--- src/assert_macros.svh ---
// Assertion helpers shared by the RTL files.
`ifndef ASSERT_MACROS_SVH
`define ASSERT_MACROS_SVH

// Check a property on every clock edge outside reset.
`define AST_CLK(label, prop, msg) \
  label: assert property (@(posedge clk) disable iff (rst) prop) else $error(msg);

// Check a property on every clock edge, reset included.
`define AST_CLK_ALWAYS(label, prop, msg) \
  label: assert property (@(posedge clk) prop) else $error(msg);

`endif

--- src/dcm_pkg.sv ---
package dcm_pkg;

  // Internal width of the position counter and seek target
  localparam int POSITION_BITS = 16;
  // Fixed width of position fields on the channels
  localparam int FIELD_POS_BITS = 16;
  // Width used to sign or zero extend between the two
  localparam int POS_WIDE_BITS = 32;

  localparam int CMD_BITS = 4;
  localparam int CFG_INDEX_BITS = 4;

  // Command codes
  typedef enum logic [CMD_BITS-1:0] {
    OP_SENSOR    = 4'd0,
    OP_ID_QUERY  = 4'd1,
    OP_DRIVE_FWD = 4'd2,
    OP_DRIVE_REV = 4'd3,
    OP_SET_POS   = 4'd4,
    OP_GET_POS   = 4'd5,
    OP_GOTO_POS  = 4'd6,
    OP_COAST     = 4'd7,
    OP_NOP       = 4'd8
  } cmd_code_t;

  // Configuration register indexes
  localparam logic [CFG_INDEX_BITS-1:0] CFG_PWM_PERIOD     = 4'd0;
  localparam logic [CFG_INDEX_BITS-1:0] CFG_TIMER_PRESCALE = 4'd1;

  localparam logic [7:0]  PWM_PERIOD_RESET = 8'hFF;
  localparam logic [7:0]  SPEED_FULL       = 8'hFF;
  localparam logic [15:0] VERSION_WORD     = 16'h0200;

  // Reply kinds
  localparam logic REPLY_VERSION  = 1'b0;
  localparam logic REPLY_POSITION = 1'b1;

  typedef struct packed {
    logic [CMD_BITS-1:0]              command;
    logic [7:0]                       speed;
    logic signed [FIELD_POS_BITS-1:0] position_value;
    logic                             opto_level;
  } cmd_item_t;

  typedef struct packed {
    logic                             forward_enable;
    logic                             reverse_enable;
    logic                             pwm_enabled;
    logic [7:0]                       pwm_duty;
    logic [7:0]                       pwm_top;
    logic [1:0]                       prescale_out;
    logic signed [FIELD_POS_BITS-1:0] position_count;
    logic                             reply_valid;
    logic                             reply_kind;
    logic [15:0]                      reply_data;
  } res_item_t;

  typedef struct packed {
    logic [7:0] pwm_period;
    logic [1:0] timer_prescale;
  } cfg_t;

endpackage

--- src/dcm_ifs.sv ---
// Command / sensor sample channel
interface dcm_cmd_if import dcm_pkg::*; ();
  logic                             valid;
  logic                             ready;
  logic [CMD_BITS-1:0]              command;
  logic [7:0]                       speed;
  logic signed [FIELD_POS_BITS-1:0] position_value;
  logic                             opto_level;

  modport source (output valid, command, speed, position_value, opto_level, input ready);
  modport sink (input valid, command, speed, position_value, opto_level, output ready);
endinterface

// Result channel
interface dcm_res_if import dcm_pkg::*; ();
  logic                             valid;
  logic                             ready;
  logic                             forward_enable;
  logic                             reverse_enable;
  logic                             pwm_enabled;
  logic [7:0]                       pwm_duty;
  logic [7:0]                       pwm_top;
  logic [1:0]                       prescale_out;
  logic signed [FIELD_POS_BITS-1:0] position_count;
  logic                             reply_valid;
  logic                             reply_kind;
  logic [15:0]                      reply_data;

  modport source (output valid, forward_enable, reverse_enable, pwm_enabled, pwm_duty,
                  pwm_top, prescale_out, position_count, reply_valid, reply_kind,
                  reply_data, input ready);
  modport sink (input valid, forward_enable, reverse_enable, pwm_enabled, pwm_duty,
                pwm_top, prescale_out, position_count, reply_valid, reply_kind,
                reply_data, output ready);
endinterface

// Configuration write channel
interface dcm_cfg_if import dcm_pkg::*; ();
  logic                      valid;
  logic                      ready;
  logic [CFG_INDEX_BITS-1:0] index;
  logic [7:0]                data;

  modport source (output valid, index, data, input ready);
  modport sink (input valid, index, data, output ready);
endinterface

--- src/dcm_cfg.sv ---
module dcm_cfg import dcm_pkg::*; (
  input  logic           clk,
  input  logic           rst,
  dcm_cfg_if.sink        cfg,
  output cfg_t           regs
);

  // Always take writes
  assign cfg.ready = 1'b1;

  // Update the addressed register, drop writes to unknown indexes
  always_ff @(posedge clk) begin
    if (rst) begin
      regs.pwm_period     <= PWM_PERIOD_RESET;
      regs.timer_prescale <= 2'd0;
    end else if (cfg.valid) begin
      if (cfg.index == CFG_PWM_PERIOD) begin
        regs.pwm_period <= cfg.data;
      end else if (cfg.index == CFG_TIMER_PRESCALE) begin
        regs.timer_prescale <= cfg.data[1:0];
      end
    end
  end

endmodule

--- src/dcm_core.sv ---
module dcm_core import dcm_pkg::*; (
  input  logic      clk,
  input  logic      rst,
  input  logic      step,
  input  cmd_item_t item,
  input  cfg_t      regs,
  output res_item_t result
);

  `include "assert_macros.svh"

  logic [POSITION_BITS-1:0] position, position_next;
  logic [POSITION_BITS-1:0] seek_target, seek_target_next;
  logic [7:0]               seek_speed, seek_speed_next;
  logic                     direction_reverse, direction_reverse_next;
  logic                     last_opto, last_opto_next;
  logic [1:0]               enables, enables_next;
  logic [7:0]               duty, duty_next;
  logic                     pwm_on, pwm_on_next;
  logic                     full_speed, full_speed_next;

  logic [POS_WIDE_BITS-1:0] pv_wide;
  logic [POS_WIDE_BITS-1:0] pos_wide;
  logic [POSITION_BITS-1:0] pv;
  logic [POSITION_BITS-1:0] pos_stepped;
  logic [7:0]               spd_sel;
  logic                     rev_sel;
  logic                     speed_load;
  logic                     rep_valid;
  logic                     rep_kind;

  // Sign extend the field to the counter width
  assign pv_wide = POS_WIDE_BITS'(item.position_value);
  assign pv      = pv_wide[POSITION_BITS-1:0];

  // Counter moved by one marker
  assign pos_stepped = direction_reverse ? position - 1'b1 : position + 1'b1;

  // Decode the item into the next state
  always_comb begin
    position_next          = position;
    seek_target_next       = seek_target;
    seek_speed_next        = seek_speed;
    direction_reverse_next = direction_reverse;
    last_opto_next         = last_opto;
    enables_next           = enables;
    duty_next              = duty;
    pwm_on_next            = pwm_on;
    full_speed_next        = full_speed;
    speed_load             = 1'b0;
    spd_sel                = item.speed;
    rev_sel                = 1'b0;
    rep_valid              = 1'b0;
    rep_kind               = REPLY_VERSION;

    case (item.command)
      OP_SENSOR: begin
        if (item.opto_level && !last_opto) begin
          position_next = pos_stepped;
          if (seek_speed != 8'd0 && pos_stepped == seek_target) begin
            seek_speed_next = 8'd0;
            enables_next    = 2'b00;
            duty_next       = 8'd0;
          end
        end
        last_opto_next = item.opto_level;
      end
      OP_ID_QUERY: begin
        rep_valid = 1'b1;
        rep_kind  = REPLY_VERSION;
      end
      OP_DRIVE_FWD: begin
        speed_load = 1'b1;
      end
      OP_DRIVE_REV: begin
        speed_load = 1'b1;
        rev_sel    = 1'b1;
      end
      OP_SET_POS: begin
        position_next = pv;
      end
      OP_GET_POS: begin
        rep_valid = 1'b1;
        rep_kind  = REPLY_POSITION;
      end
      OP_GOTO_POS: begin
        seek_target_next = pv;
        if (pv != position) begin
          seek_speed_next = item.speed;
          speed_load      = 1'b1;
          rev_sel         = $signed(position) > $signed(pv);
        end
      end
      OP_COAST: begin
        speed_load = 1'b1;
        spd_sel    = 8'd0;
      end
      default: begin
      end
    endcase

    // Apply a new speed and direction
    if (speed_load) begin
      enables_next           = (spd_sel == 8'd0) ? 2'b00 : (rev_sel ? 2'b10 : 2'b01);
      pwm_on_next            = (spd_sel != 8'd0);
      duty_next              = spd_sel;
      full_speed_next        = (spd_sel == SPEED_FULL);
      direction_reverse_next = rev_sel;
    end
  end

  // Zero extend the counter for the result
  assign pos_wide = POS_WIDE_BITS'(position_next);

  // Build the status for this item
  always_comb begin
    result.forward_enable = enables_next[0];
    result.reverse_enable = enables_next[1];
    result.pwm_enabled    = pwm_on_next;
    result.pwm_duty       = duty_next;
    result.pwm_top        = full_speed_next ? 8'd0 : regs.pwm_period;
    result.prescale_out   = regs.timer_prescale;
    result.position_count = pos_wide[FIELD_POS_BITS-1:0];
    result.reply_valid    = rep_valid;
    result.reply_kind     = rep_kind;
    if (!rep_valid) begin
      result.reply_data = '0;
    end else if (rep_kind == REPLY_POSITION) begin
      result.reply_data = pos_wide[15:0];
    end else begin
      result.reply_data = VERSION_WORD;
    end
  end

  // Commit the state when the item moves on
  always_ff @(posedge clk) begin
    if (rst) begin
      position          <= '0;
      seek_target       <= '0;
      seek_speed        <= 8'd0;
      direction_reverse <= 1'b0;
      last_opto         <= 1'b0;
      enables           <= 2'b00;
      duty              <= 8'd0;
      pwm_on            <= 1'b0;
      full_speed        <= 1'b0;
    end else if (step) begin
      position          <= position_next;
      seek_target       <= seek_target_next;
      seek_speed        <= seek_speed_next;
      direction_reverse <= direction_reverse_next;
      last_opto         <= last_opto_next;
      enables           <= enables_next;
      duty              <= duty_next;
      pwm_on            <= pwm_on_next;
      full_speed        <= full_speed_next;
    end
  end

  `AST_CLK(a_bridge_onehot, $onehot0(enables), "both bridge enables set")
  `AST_CLK(a_pwm_off_bridge_off, !pwm_on |-> enables == 2'b00, "bridge on with pwm off")
  `AST_CLK(a_full_duty, full_speed |-> duty == SPEED_FULL || duty == 8'd0, "full speed duty")

endmodule

--- src/dc_motor_position_seek_controller.sv ---
// Channel  Role     Payload
// cmd      sink     command, speed, position_value, opto_level
// res      source   bridge enables, pwm state, position_count, reply
// cfg      sink     index, data (pwm_period, timer_prescale)
//
// Items pass the input then the result register; one per cycle while res is ready.
// The state update sits between the input register and the result register.
// Reset (rst, synchronous) clears the motor state, pwm_period to 255, prescale 0.
// A stalled res holds the result register; the input register still fills,
// so cmd stalls only when both stages are occupied and res is not ready.
module dc_motor_position_seek_controller import dcm_pkg::*; (
  input logic     clk,
  input logic     rst,
  dcm_cmd_if.sink   cmd,
  dcm_res_if.source res,
  dcm_cfg_if.sink   cfg
);

  `include "assert_macros.svh"

  cfg_t      regs;
  cmd_item_t in_item;
  logic      in_valid;
  res_item_t core_result;
  res_item_t out_item;
  logic      out_valid;
  logic      advance;
  logic      out_no_reply;
  logic      reply_clear;

  dcm_cfg u_cfg (
    .clk  (clk),
    .rst  (rst),
    .cfg  (cfg),
    .regs (regs)
  );

  dcm_core u_core (
    .clk    (clk),
    .rst    (rst),
    .step   (advance),
    .item   (in_item),
    .regs   (regs),
    .result (core_result)
  );

  // Move the held item into the result register when it is free
  assign advance   = in_valid && (!out_valid || res.ready);
  assign cmd.ready = !in_valid || advance;

  // Input register
  always_ff @(posedge clk) begin
    if (rst) begin
      in_valid <= 1'b0;
    end else if (cmd.ready) begin
      in_valid <= cmd.valid;
    end
  end

  always_ff @(posedge clk) begin
    if (cmd.valid && cmd.ready) begin
      in_item.command        <= cmd.command;
      in_item.speed          <= cmd.speed;
      in_item.position_value <= cmd.position_value;
      in_item.opto_level     <= cmd.opto_level;
    end
  end

  // Result register
  always_ff @(posedge clk) begin
    if (rst) begin
      out_valid <= 1'b0;
    end else if (advance) begin
      out_valid <= 1'b1;
    end else if (res.ready) begin
      out_valid <= 1'b0;
    end
  end

  always_ff @(posedge clk) begin
    if (advance) begin
      out_item <= core_result;
    end
  end

  assign res.valid          = out_valid;
  assign res.forward_enable = out_item.forward_enable;
  assign res.reverse_enable = out_item.reverse_enable;
  assign res.pwm_enabled    = out_item.pwm_enabled;
  assign res.pwm_duty       = out_item.pwm_duty;
  assign res.pwm_top        = out_item.pwm_top;
  assign res.prescale_out   = out_item.prescale_out;
  assign res.position_count = out_item.position_count;
  assign res.reply_valid    = out_item.reply_valid;
  assign res.reply_kind     = out_item.reply_kind;
  assign res.reply_data     = out_item.reply_data;

  // Reply fields stay clear on items without a reply
  assign out_no_reply = out_valid && !out_item.reply_valid;
  assign reply_clear  = out_item.reply_data == 16'd0 && out_item.reply_kind == REPLY_VERSION;

  `AST_CLK(a_in_hold, in_valid && !advance |=> in_valid, "stalled input item lost")
  `AST_CLK(a_in_fill, cmd.valid && cmd.ready |=> in_valid, "accepted item not held")
  `AST_CLK(a_no_reply_zero, out_no_reply |-> reply_clear, "reply fields set without reply")
  `AST_CLK_ALWAYS(a_rst_empty, rst |=> !in_valid && !out_valid, "pipeline busy after reset")

endmodule

--- src/flat_wrapper.sv ---
// flat-port wrapper written by rule: the top's interface ports become plain ports
module dc_motor_position_seek_controller_flat import dcm_pkg::*;
  (clk, rst, cmd_valid, cmd_command, cmd_speed, cmd_position_value, cmd_opto_level, cmd_ready, res_valid, res_forward_enable, res_reverse_enable, res_pwm_enabled, res_pwm_duty, res_pwm_top, res_prescale_out, res_position_count, res_reply_valid, res_reply_kind, res_reply_data, res_ready, cfg_valid, cfg_index, cfg_data, cfg_ready);
  dcm_cmd_if cmd_i ();
  dcm_res_if res_i ();
  dcm_cfg_if cfg_i ();
  input logic clk;
  input logic rst;
  input wire logic [$bits(cmd_i.valid)-1:0] cmd_valid;
  input wire logic [$bits(cmd_i.command)-1:0] cmd_command;
  input wire logic [$bits(cmd_i.speed)-1:0] cmd_speed;
  input wire logic [$bits(cmd_i.position_value)-1:0] cmd_position_value;
  input wire logic [$bits(cmd_i.opto_level)-1:0] cmd_opto_level;
  output wire logic [$bits(cmd_i.ready)-1:0] cmd_ready;
  output wire logic [$bits(res_i.valid)-1:0] res_valid;
  output wire logic [$bits(res_i.forward_enable)-1:0] res_forward_enable;
  output wire logic [$bits(res_i.reverse_enable)-1:0] res_reverse_enable;
  output wire logic [$bits(res_i.pwm_enabled)-1:0] res_pwm_enabled;
  output wire logic [$bits(res_i.pwm_duty)-1:0] res_pwm_duty;
  output wire logic [$bits(res_i.pwm_top)-1:0] res_pwm_top;
  output wire logic [$bits(res_i.prescale_out)-1:0] res_prescale_out;
  output wire logic [$bits(res_i.position_count)-1:0] res_position_count;
  output wire logic [$bits(res_i.reply_valid)-1:0] res_reply_valid;
  output wire logic [$bits(res_i.reply_kind)-1:0] res_reply_kind;
  output wire logic [$bits(res_i.reply_data)-1:0] res_reply_data;
  input wire logic [$bits(res_i.ready)-1:0] res_ready;
  input wire logic [$bits(cfg_i.valid)-1:0] cfg_valid;
  input wire logic [$bits(cfg_i.index)-1:0] cfg_index;
  input wire logic [$bits(cfg_i.data)-1:0] cfg_data;
  output wire logic [$bits(cfg_i.ready)-1:0] cfg_ready;
  assign cmd_i.valid = cmd_valid;
  assign cmd_i.command = cmd_command;
  assign cmd_i.speed = cmd_speed;
  assign cmd_i.position_value = cmd_position_value;
  assign cmd_i.opto_level = cmd_opto_level;
  assign cmd_ready = cmd_i.ready;
  assign res_valid = res_i.valid;
  assign res_forward_enable = res_i.forward_enable;
  assign res_reverse_enable = res_i.reverse_enable;
  assign res_pwm_enabled = res_i.pwm_enabled;
  assign res_pwm_duty = res_i.pwm_duty;
  assign res_pwm_top = res_i.pwm_top;
  assign res_prescale_out = res_i.prescale_out;
  assign res_position_count = res_i.position_count;
  assign res_reply_valid = res_i.reply_valid;
  assign res_reply_kind = res_i.reply_kind;
  assign res_reply_data = res_i.reply_data;
  assign res_i.ready = res_ready;
  assign cfg_i.valid = cfg_valid;
  assign cfg_i.index = cfg_index;
  assign cfg_i.data = cfg_data;
  assign cfg_ready = cfg_i.ready;
  dc_motor_position_seek_controller u_core (.clk(clk), .rst(rst), .cmd(cmd_i), .res(res_i), .cfg(cfg_i));
endmodule
--- config.mk ---
export PLATFORM = sky130hd
export DESIGN_NAME = dc_motor_position_seek_controller_flat
export DESIGN_NICKNAME = d
export VERILOG_FILES = /design/src/dcm_pkg.sv /design/src/dcm_ifs.sv /design/src/dcm_cfg.sv /design/src/dcm_core.sv /design/src/dc_motor_position_seek_controller.sv /design/src/flat_wrapper.sv
export VERILOG_INCLUDE_DIRS = /design/src /design/src/src
export SDC_FILE = /design/constraint.sdc
export NUM_CORES = 1
export LEC_CHECK = 0
export BUFFER_PORTS_ARGS = -buffer_cell sky130_fd_sc_hd__buf_4
export CORE_MARGIN = 2
export CORE_UTILIZATION = 55
export CTS_CLUSTER_DIAMETER = 120
export DETAILED_ROUTE_END_ITERATION = 8
export PLACE_DENSITY_LB_ADDON = 0.08
export SETUP_SLACK_MARGIN = 0.4
export SKIP_LAST_GASP = 1
export SLEW_MARGIN = 20
export SYNTH_ARGS = -nofsm -noshare
export SYNTH_HDL_FRONTEND = slang
export SYNTH_SLANG_ARGS = --single-unit
--- constraint.sdc ---
create_clock -name clk -period 7.53 [get_ports clk]
set_clock_uncertainty 0.1 [all_clocks]
set_input_delay 1.8825 -clock clk [delete_from_list [all_inputs] [get_ports clk]]
set_output_delay 1.8825 -clock clk [all_outputs]
set_load 0.01 [all_outputs]
==> flow_summary.json, run 1 <==
{
  "status": "finished, final reports clean",
  "gr-total-overflow": 0,
  "cts_resized": 0,
  "max_freq_mhz": 226,
  "post-route-period-util_pct": 58.8,
  "period_needed_ns": 4.43,
  "critical_path_required_ns": 5.55,
  "htree_num_levels": 4,
  "synth_edf_count": 84,
  "yosys_warnings": 0,
  "globalRouteMet3Util_pct": 6.42,
  "clock-root-buffer": "clkbuf_16",
  "port_buffers": 102,
  "p_total_w": 0.00192,
  "netlist_instances": 705,
  "hold_violations": 0,
  "antenna_cells": 0,
  "cp_slowest_cell": "nor2b_1",
  "max_stage_delay_ns": 0.21,
  "synth_top_family_by_area": "simple AND/OR/NAND/NOR gates",
  "max-slew-margin-rel_pct": 44.3,
  "fill_cells": 1053,
  "die_area_sq_um": 14300,
  "vias_per_cell": 5.83,
  "worst_path_most_repeated_cell": "buf_4",
  "rows": 42,
  "path_cells": "buf_4 -> nor2b_1 -> nand2_1 -> buf_4",
  "grt_pass1_vias": 5527,
  "ys_types": 66,
  "nets": 875,
  "gp_congestion": 0.977,
  "grt_max_degree": 76,
  "netlist_area_sq_um": 7350,
  "drc": 0,
  "top_usage_layer": "met2",
  "synth_area_leaders": "edfxtp_1, dfxtp_1, ha_1, nand2_1, a21oi_1",
  "tritoncts": "built",
  "yosysMostFrequentCell": "nand2_1",
  "synth_xor_area_share_pct": 3.69,
  "worstSkewPairLatency_ns": 0.43,
  "yosys.area_share.simple_pct": 17.5,
  "syn_avg_cell_area_sq_um": 10.4,
  "cts.clk_slew.worst_paths_ns": 0.06,
  "vdd_drop_max_mv": 0.149,
  "muxShareOfSynthArea_pct": 0.409,
  "synth-compound-area-share_pct": 17.2,
  "critPathLaunchType": "input pin",
  "track_usage_pct": 25.0,
  "cts_buffers": 17,
  "critical_path.endpoint_type": "output port",
  "dpl.hpwl_um": 12300,
  "totalWireLength_um": 17300,
  "fp.coreArea_sq_um": 13100,
  "antenna_found_initial": 0,
  "postRouteAntennaNets": 0,
  "synth.top_cell.area_share_pct": 34.3,
  "critPathKind": "input pin to output port",
  "p_leak_nw": 3.48,
  "first_pass_iters": 5,
  "path_max_fanout": 4,
  "synth_common_cells": "nand2_1, edfxtp_1, a21oi_1",
  "tightest_slew_ns": 0.828,
  "postCtsSetupRepairBufs": 0,
  "drv_slew": 0,
  "synth_nets": 782,
  "synth-adder-area-share_pct": 5.38,
  "synth-main-ff-cell": "edfxtp_1",
  "drive_above_1_share_pct": 18.2,
  "yosys.area.top_type": "edfxtp_1",
  "grt_first_pass_wirelength_um": 28000,
  "critPathArrivalTime_ns": 2.45,
  "grt.met1_usage_pct": 34.4,
  "cts_hold_buf": 0,
  "clock_path_buffers": 2,
  "synthToLayoutAreaGrowth_pct": 20.3,
  "setup_violations": 0,
  "die_height_um": 120,
  "rsz0062_at_grt": "false",
  "grtUsageMet2_pct": 38.3,
  "async_reset_ff_share_pct": 0,
  "powerDensity_nw_per_um2": 217,
  "hold_class": "register to register",
  "drt_iter0_markers": 479,
  "synth-seq-cells": 150,
  "drv_cap": 0,
  "die_w_um": 120,
  "clkSinkCount": 150,
  "yosysSeqAreaShare_pct": 52.3,
  "vias": 5750,
  "wl_per_cell_um": 17.5,
  "ioPinCount": 104,
  "fin_setup_tns_ns": 0,
  "initial_core_util_pct": 56.0
}
## registers in the layout (all words and copies together) (netlist names), 8 cells and up
name and flops:
u_core.in_item 29, u_core.res.position_count 16, u_core.res.pwm_duty 8, u_core.res.pwm_top 8, u_core.res.reply_data 16, u_core.u_cfg.regs 10, u_core.u_core.duty 8, u_core.u_core.position 16
u_core.u_core.seek_speed 8, u_core.u_core.seek_target 16
## where the power goes
group | internal [W] | switching (W) | leakage [nW] | total, W
Combinational | 0.0000627 | 0.0000831 | 1.86 | 0.000146
Sequential | 0.000892 | 0.0000200 | 1.34 | 0.000912
Clock | 0.000541 | 0.000323 | 0.286 | 0.000863
Total | 0.00150 | 0.000426 | 3.48 | 0.00192
## layout by cell type, fill, tap and decap left out, types with 5 or more instances in the layout
master	synthesis	routed
nor2b_1	19	19
nand3_1	18	18
nor2_1	24	23
nand4b_1	8	8
xor2_1	5	5
clkbuf_16	0	17
edfxtp_1	84	84
o22ai_1	11	11
a211oi_1	13	13
nand3b_1	9	9
a22oi_1	7	7
a21oi_1	72	72
nand2_1	97	97
ha_1	30	30
a211o_1	9	9
buf_4	1	109
nor4_1	6	5
and2_1	28	28
xnor2_1	13	13
nor3_1	8	8
clkbuf_1	31	6
inv_1	27	27
o21ai_0	16	15
nand4_1	7	7
and3_1	5	5
dfxtp_1	66	66
a21o_1	9	9
a22o_1	18	18
## through the flow
stage	cells	hold WS (ns)	instance area [sq um]	setup WS (ns)	utilization [%]
2_1_floorplan	705	0.308	7350	2.95	-
3_3_place_gp	955	0.315	8240	3.13	62.8
3_5_place_dp	955	0.319	8240	3.09	62.8
4_1_cts	987	0.332	8840	3.09	67.3
5_1_grt	987	0.340	8840	2.99	67.3
6_report	987	0.341	8840	3.10	67.3
## routing by layer
| metal | part of all wire [%] | up-vias |
|---|---|---|
| li1 | - | 2776 |
| met1 | 46 | 2711 |
| met2 | 45 | 226 |
| met3 | 6.6 | 37 |
| met4 | 2.5 | 0 |
| met5 | 0 | - |
## area by class of cell
cell class / count / area, sq um / area share [%]
Clock buffer: 25 / 475 / 5.38
Clock inverter: 7 / 120 / 1.36
Inverter: 28 / 105 / 1.19
Multi-Input combinational cell: 492 / 3260 / 36.9
Sequential cell: 150 / 3840 / 43.5
Tap cell: 176 / 220 / 2.49
Timing Repair Buffer: 109 / 818 / 9.25
## kinds of logic (layout without fill, tap and decap cells)
kind of cell,after synthesis,in the layout
flip-flops,150,150
adder cells (fa/ha/maj),31,31
XOR/XNOR,23,23
other,1,1
AO/OA/AOI/OAI,188,188
AND/OR/NAND/NOR,246,246
multiplexers,3,3
buffers and inverters,63,169
## worst paths after layout
kind	from	endpoint	slack, ns	cells past startpoint
min	u_core.u_cfg.regs[0]	u_core.res.prescale_out[0]	0.34	0
min reg2reg	u_core.u_cfg.regs[0]	u_core.res.prescale_out[0]	0.34	0
max	res_ready	cmd_ready	3.10	4
max reg2reg	u_core.u_core.direction_reverse	u_core.res.pwm_duty[3]	3.35	11
## critical path: cells and delay by family
family,cells,cell delay (ns)
buffers and inverters,2,0.26
AND/OR/NAND/NOR,2,0.31
No activity file was read; power rests on OpenSTA's default activity.
==> inputs of run 2 (changes only) <==
Clock period 7.53 ns to 4.36 ns, I/O delays scaled along.
==> flow_summary.json, run 2 (synthesis gave the netlist of run 1 again) <==
{
  "status": "finished, final reports clean",
  "vias": 5808,
  "critPathKind": "register to register",
  "hold_start": "u_core.u_cfg.regs[1]",
  "largest_register_ffs": 29,
  "track_usage_pct": 25.9,
  "port_buffers": 102,
  "hold_class": "register to register",
  "rsz0062_at_grt": "false",
  "p_clk_share_pct": 44.2,
  "hold_violations": 0,
  "initial_core_util_pct": 56.0,
  "grt_first_pass_wirelength_um": 28500,
  "antenna_cells": 0,
  "reg2reg_depth": 11,
  "internal_power_w": 0.00253,
  "power_frac_comb_pct": 7.9,
  "tritoncts": "built",
  "max-slew-margin-rel_pct": 34.8,
  "antenna_found_initial": 0,
  "clkSinkCount": 150,
  "whs_ns": 0.338,
  "rows": 42,
  "r2r_setup_slack_ns": 0.58,
  "drc": 0,
  "post-route-period-util_pct": 86.7,
  "cp_slowest_cell": "a2111oi_0",
  "layout_commonest_cell": "buf_4",
  "cts_hold_buf": 0,
  "gr-total-overflow": 0,
  "switching_share_pct": 23.1,
  "max_stage_delay_ns": 0.55,
  "clock-root-buffer": "clkbuf_16",
  "rr_endpoint": "u_core.res.pwm_duty[4]",
  "htree_num_levels": 4,
  "tightest_slew_ns": 0.969,
  "drv_slew": 0,
  "vias_per_cell": 5.84,
  "vdd_drop_max_mv": 0.314,
  "die_w_um": 120,
  "fp.coreArea_sq_um": 13100,
  "wl_per_cell_um": 18.1,
  "cts_resized": 0,
  "gp_congestion": 0.994,
  "regMostFlops": "u_core.in_item",
  "layout_common_cells": "buf_4, nand2_1, edfxtp_1",
  "postCtsSetupRepairBufs": 0,
  "critical_path_required_ns": 4.43,
  "drv_cap": 0,
  "period_needed_ns": 3.78,
  "drive_above_1_share_pct": 19.2,
  "path_max_fanout": 12,
  "sequentialPowerShare_pct": 47.9,
  "worstSkewPairLatency_ns": 0.43,
  "grt_max_degree": 76,
  "grt_pass1_vias": 5427,
  "min_path_cells": 0,
  "r2r-start": "u_core.u_core.direction_reverse",
  "p_leak_nw": 3.50,
  "path_cells": "buf_4 -> ha_1 -> a21oi_1 -> o21ai_0 -> a2111oi_0 -> buf_4 -> nor3_1 -> nor4b_4 -> nand4_4 -> and2_4 -> a22o_1",
  "cts_buffers": 17,
  "critPathArrivalTime_ns": 3.85,
  "drt_iter0_markers": 501,
  "cts.clk_slew.worst_paths_ns": 0.06,
  "hold_path_end": "u_core.res.prescale_out[1]",
  "setup_violations": 0,
  "max_freq_mhz": 265,
  "totalWireLength_um": 18000,
  "dpl.hpwl_um": 12900,
  "die_area_sq_um": 14300,
  "first_pass_iters": 7,
  "critPathLaunchType": "register",
  "fin_setup_tns_ns": 0,
  "powerDensity_nw_per_um2": 370,
  "clock_path_buffers": 2,
  "die_height_um": 120,
  "postRouteAntennaNets": 0,
  "nets": 882,
  "worst_path_most_repeated_cell": "buf_4",
  "ioPinCount": 104,
  "synthToLayoutAreaGrowth_pct": 20.9,
  "critical_path.endpoint_type": "register",
  "p_switching_w": 0.000759
}
[run 2: worst max-delay path by stage]
stage / slack, ns / startpoint / end / cells after the start
detailed placement: 0.48 / u_core.u_core.direction_reverse / u_core.res.pwm_duty[4] / 10
global placement: 0.60 / u_core.u_core.direction_reverse / u_core.res.reverse_enable / 11
finish: 0.58 / u_core.u_core.direction_reverse / u_core.res.pwm_duty[4] / 11
floorplan: 0.58 / res_ready / u_core.res.forward_enable / 5
CTS: 0.47 / u_core.u_core.direction_reverse / u_core.res.pwm_duty[4] / 10
global route: 0.49 / u_core.u_core.direction_reverse / u_core.res.pwm_duty[5] / 11
[run 2: area by class of cell]
type / count / area, sq um
clock inverters: 10 / 121
flip-flops and latches: 150 / 3840
repair buffers: 116 / 871
clock buffers: 22 / 464
multi-input cells: 492 / 3260
well taps: 176 / 220
inverters: 28 / 105
fillers: 1036 / 4250
[run 2: power by group through the flow]
stage	Clock, W	Combinational (W)	Sequential [W]
floorplan	0	0.000144	0.00160
global placement	0	0.000253	0.00160
detailed placement	0	0.000257	0.00160
CTS	0.00147	0.000259	0.00157
global route	0.00153	0.000284	0.00158
finish	0.00145	0.000260	0.00157
[run 2: per-layer routing]
layer  wire length (um)  share of wire, %  vias to the layer above  global-route usage [%]
li1                   -                 -                     2781                       -
met1               8210                46                     2760                    36.1
met2               8390                47                      234                    40.9
met3               1120               6.2                       33                    4.99
met4                313               1.7                        0                    8.82
met5                  0                 0                        -                       0
[run 2: through the flow]
stage	instances	total power (W)	setup slack, ns	util, %	area (sq um)
floorplan	705	0.00175	0.576	-	7350
global placement	962	0.00185	0.597	63.2	8300
detailed placement	962	0.00186	0.478	63.2	8300
CTS	994	0.00330	0.466	67.6	8880
global route	994	0.00339	0.489	67.6	8880
finish	994	0.00329	0.581	67.6	8880
[run 2: critical path: cells and delay by family, from the launching register on]
kind                       cells  cell delay (ns)
AOI/OAI and AO/OA              4             1.29
buffers and inverters          2             0.42
adders and majority gates      1             0.31
DFF                            1             0.48
and+or+nand+nor                4             0.91
==> inputs of run 3 (changes only) <==
Settings changed: CORE_MARGIN 2 to unset, CORE_UTILIZATION 55 to 40.
==> flow_summary.json, run 3 (synthesis gave the netlist of run 1 again) <==
{
  "status": "finished, final reports clean",
  "whs_ns": 0.337,
  "grt_max_degree": 76,
  "clock_path_buffers": 2,
  "die_area_sq_um": 18900,
  "powerDensity_nw_per_um2": 377,
  "final_area_sq_um": 8990,
  "vdd_drop_max_mv": 0.284,
  "power_frac_comb_pct": 7.7,
  "critPathArrivalTime_ns": 3.77,
  "drc": 0,
  "drive_above_1_share_pct": 19.7,
  "dpl.hpwl_um": 13800,
  "critPathKind": "register to register",
  "nets": 882,
  "tritoncts": "built",
  "drv_slew": 0,
  "htree_num_levels": 4,
  "p_switching_w": 0.000797,
  "rows": 49,
  "clkSinkCount": 150,
  "hold_class": "register to register",
  "gr-total-overflow": 0,
  "postCtsSetupRepairBufs": 0,
  "rsz0062_at_grt": "false",
  "synthToLayoutAreaGrowth_pct": 22.3,
  "tightest_slew_ns": 0.861,
  "ioPinCount": 104,
  "rr_endpoint": "u_core.res.pwm_duty[2]",
  "wl_per_cell_um": 18.0,
  "critical_path_required_ns": 4.43,
  "fin_setup_tns_ns": 0,
  "drt_iter0_markers": 488,
  "setup_violations": 0,
  "hold_start": "u_core.u_cfg.regs[1]",
  "post-route-period-util_pct": 84.9,
  "die_w_um": 138,
  "r2r-start": "u_core.u_core.direction_reverse",
  "first_pass_iters": 5,
  "fin_util_pct": 50.0,
  "max-slew-margin-rel_pct": 42.1,
  "critical_path.endpoint_type": "register",
  "reg2reg_depth": 11,
  "period_needed_ns": 3.70,
  "hold_path_end": "u_core.res.prescale_out[1]",
  "clock-root-buffer": "clkbuf_16",
  "port_buffers": 102,
  "p_total_w": 0.00339,
  "p_leak_nw": 3.54,
  "layout_commonest_cell": "buf_4",
  "path_max_fanout": 16,
  "regMostFlops": "u_core.in_item",
  "hold_violations": 0,
  "antenna_cells": 0,
  "p_clk_share_pct": 45.9,
  "track_usage_pct": 20.5,
  "min_path_cells": 0,
  "internal_power_w": 0.00259,
  "grt_first_pass_wirelength_um": 29000,
  "layout_common_cells": "buf_4, nand2_1, edfxtp_1",
  "sequentialPowerShare_pct": 46.5,
  "vias_per_cell": 5.45,
  "die_height_um": 138,
  "dpl_cell_area_sq_um": 8360,
  "cts.clk_slew.worst_paths_ns": 0.06,
  "worstSkewPairLatency_ns": 0.43,
  "cts_buffers": 17,
  "totalWireLength_um": 18800,
  "largest_register_ffs": 29,
  "grt_pass1_vias": 5260,
  "switching_share_pct": 23.5,
  "critPathLaunchType": "register",
  "antenna_found_initial": 0,
  "gp_congestion": 0.844,
  "fill_cells": 1637,
  "cts_hold_buf": 0,
  "drv_cap": 0,
  "postRouteAntennaNets": 0,
  "fp.coreArea_sq_um": 18000,
  "vias": 5711,
  "max_freq_mhz": 270,
  "r2r_setup_slack_ns": 0.66,
  "initial_core_util_pct": 40.9
}
## run 3: cell types whose count changed in the layout (fill, tap and decap cells not counted), sizes merged
cell / before / now
clkbuf: 22 / 19
clkinv: 4 / 6
clkinvlp: 3 / 1
inv: 29 / 31
bufinv: 2 / 3
## run 3: worst max-delay path, cell delays in order, from the launching register on
cell	delay, ns
dfxtp_2	0.56
ha_1	0.36
nor2b_1	0.17
o21ai_1	0.28
nand2_1	0.19
a2111oi_0	0.42
buf_4	0.19
nor3_1	0.07
nor4b_4	0.35
nand4_4	0.24
and2_4	0.28
a22o_1	0.24
## run 3: repair_timing
action	CTS	global route
setup endpoints to repair	10	19
resized for setup	1	2
pin swaps	0	0
gates cloned	0	0
## run 3: cell type report
type,instances,area [sq um],share of cell area [%]
well taps,229,287,3.19
multi-input cells,492,3260,36.2
clock buffers,19,453,5.04
repair buffers,116,871,9.69
flip-flops and latches,150,3840,42.8
clock inverters,13,170,1.89
inverters,28,105,1.17
## run 3: worst max path at each step
stage	startpoint	to	slack, ns	depth (start not counted)
finish	u_core.u_core.direction_reverse	u_core.res.pwm_duty[2]	0.66	11
detailed placement	u_core.u_core.direction_reverse	u_core.res.pwm_duty[3]	0.36	11
floorplan	res_ready	u_core.res.forward_enable	0.58	5
global placement	u_core.u_core.direction_reverse	u_core.res.pwm_duty[7]	0.43	11
CTS	u_core.u_core.direction_reverse	u_core.res.pwm_duty[3]	0.60	11
global route	u_core.u_core.direction_reverse	u_core.res.pwm_duty[2]	0.43	10
## run 3: power groups by stage
| stage | clock, W | sequential (W) | combinational (W) |
|---|---|---|---|
| after floorplan | 0 | 0.00160 | 0.000144 |
| after global placement | 0 | 0.00160 | 0.000258 |
| after detailed placement | 0 | 0.00160 | 0.000261 |
| after CTS | 0.00158 | 0.00157 | 0.000262 |
| after global routing | 0.00163 | 0.00158 | 0.000285 |
| final | 0.00155 | 0.00157 | 0.000260 |
## run 3: layer usage
metal / global-route usage [%] / vias up / share of wire [%]
met2: 30.2 / 180 / 43
met5: 0 / - / 0
li1: - / 2795 / -
met3: 3.61 / 20 / 5.6
met4: 6.04 / 0 / 1.0
met1: 30.4 / 2716 / 50
## run 3: stage by stage
step                      setup WS [ns]  std cells
after floorplan                   0.576        705
after global placement            0.426       1015
after detailed placement          0.360       1015
after CTS                         0.601       1047
after global routing              0.426       1047
final                             0.660       1047
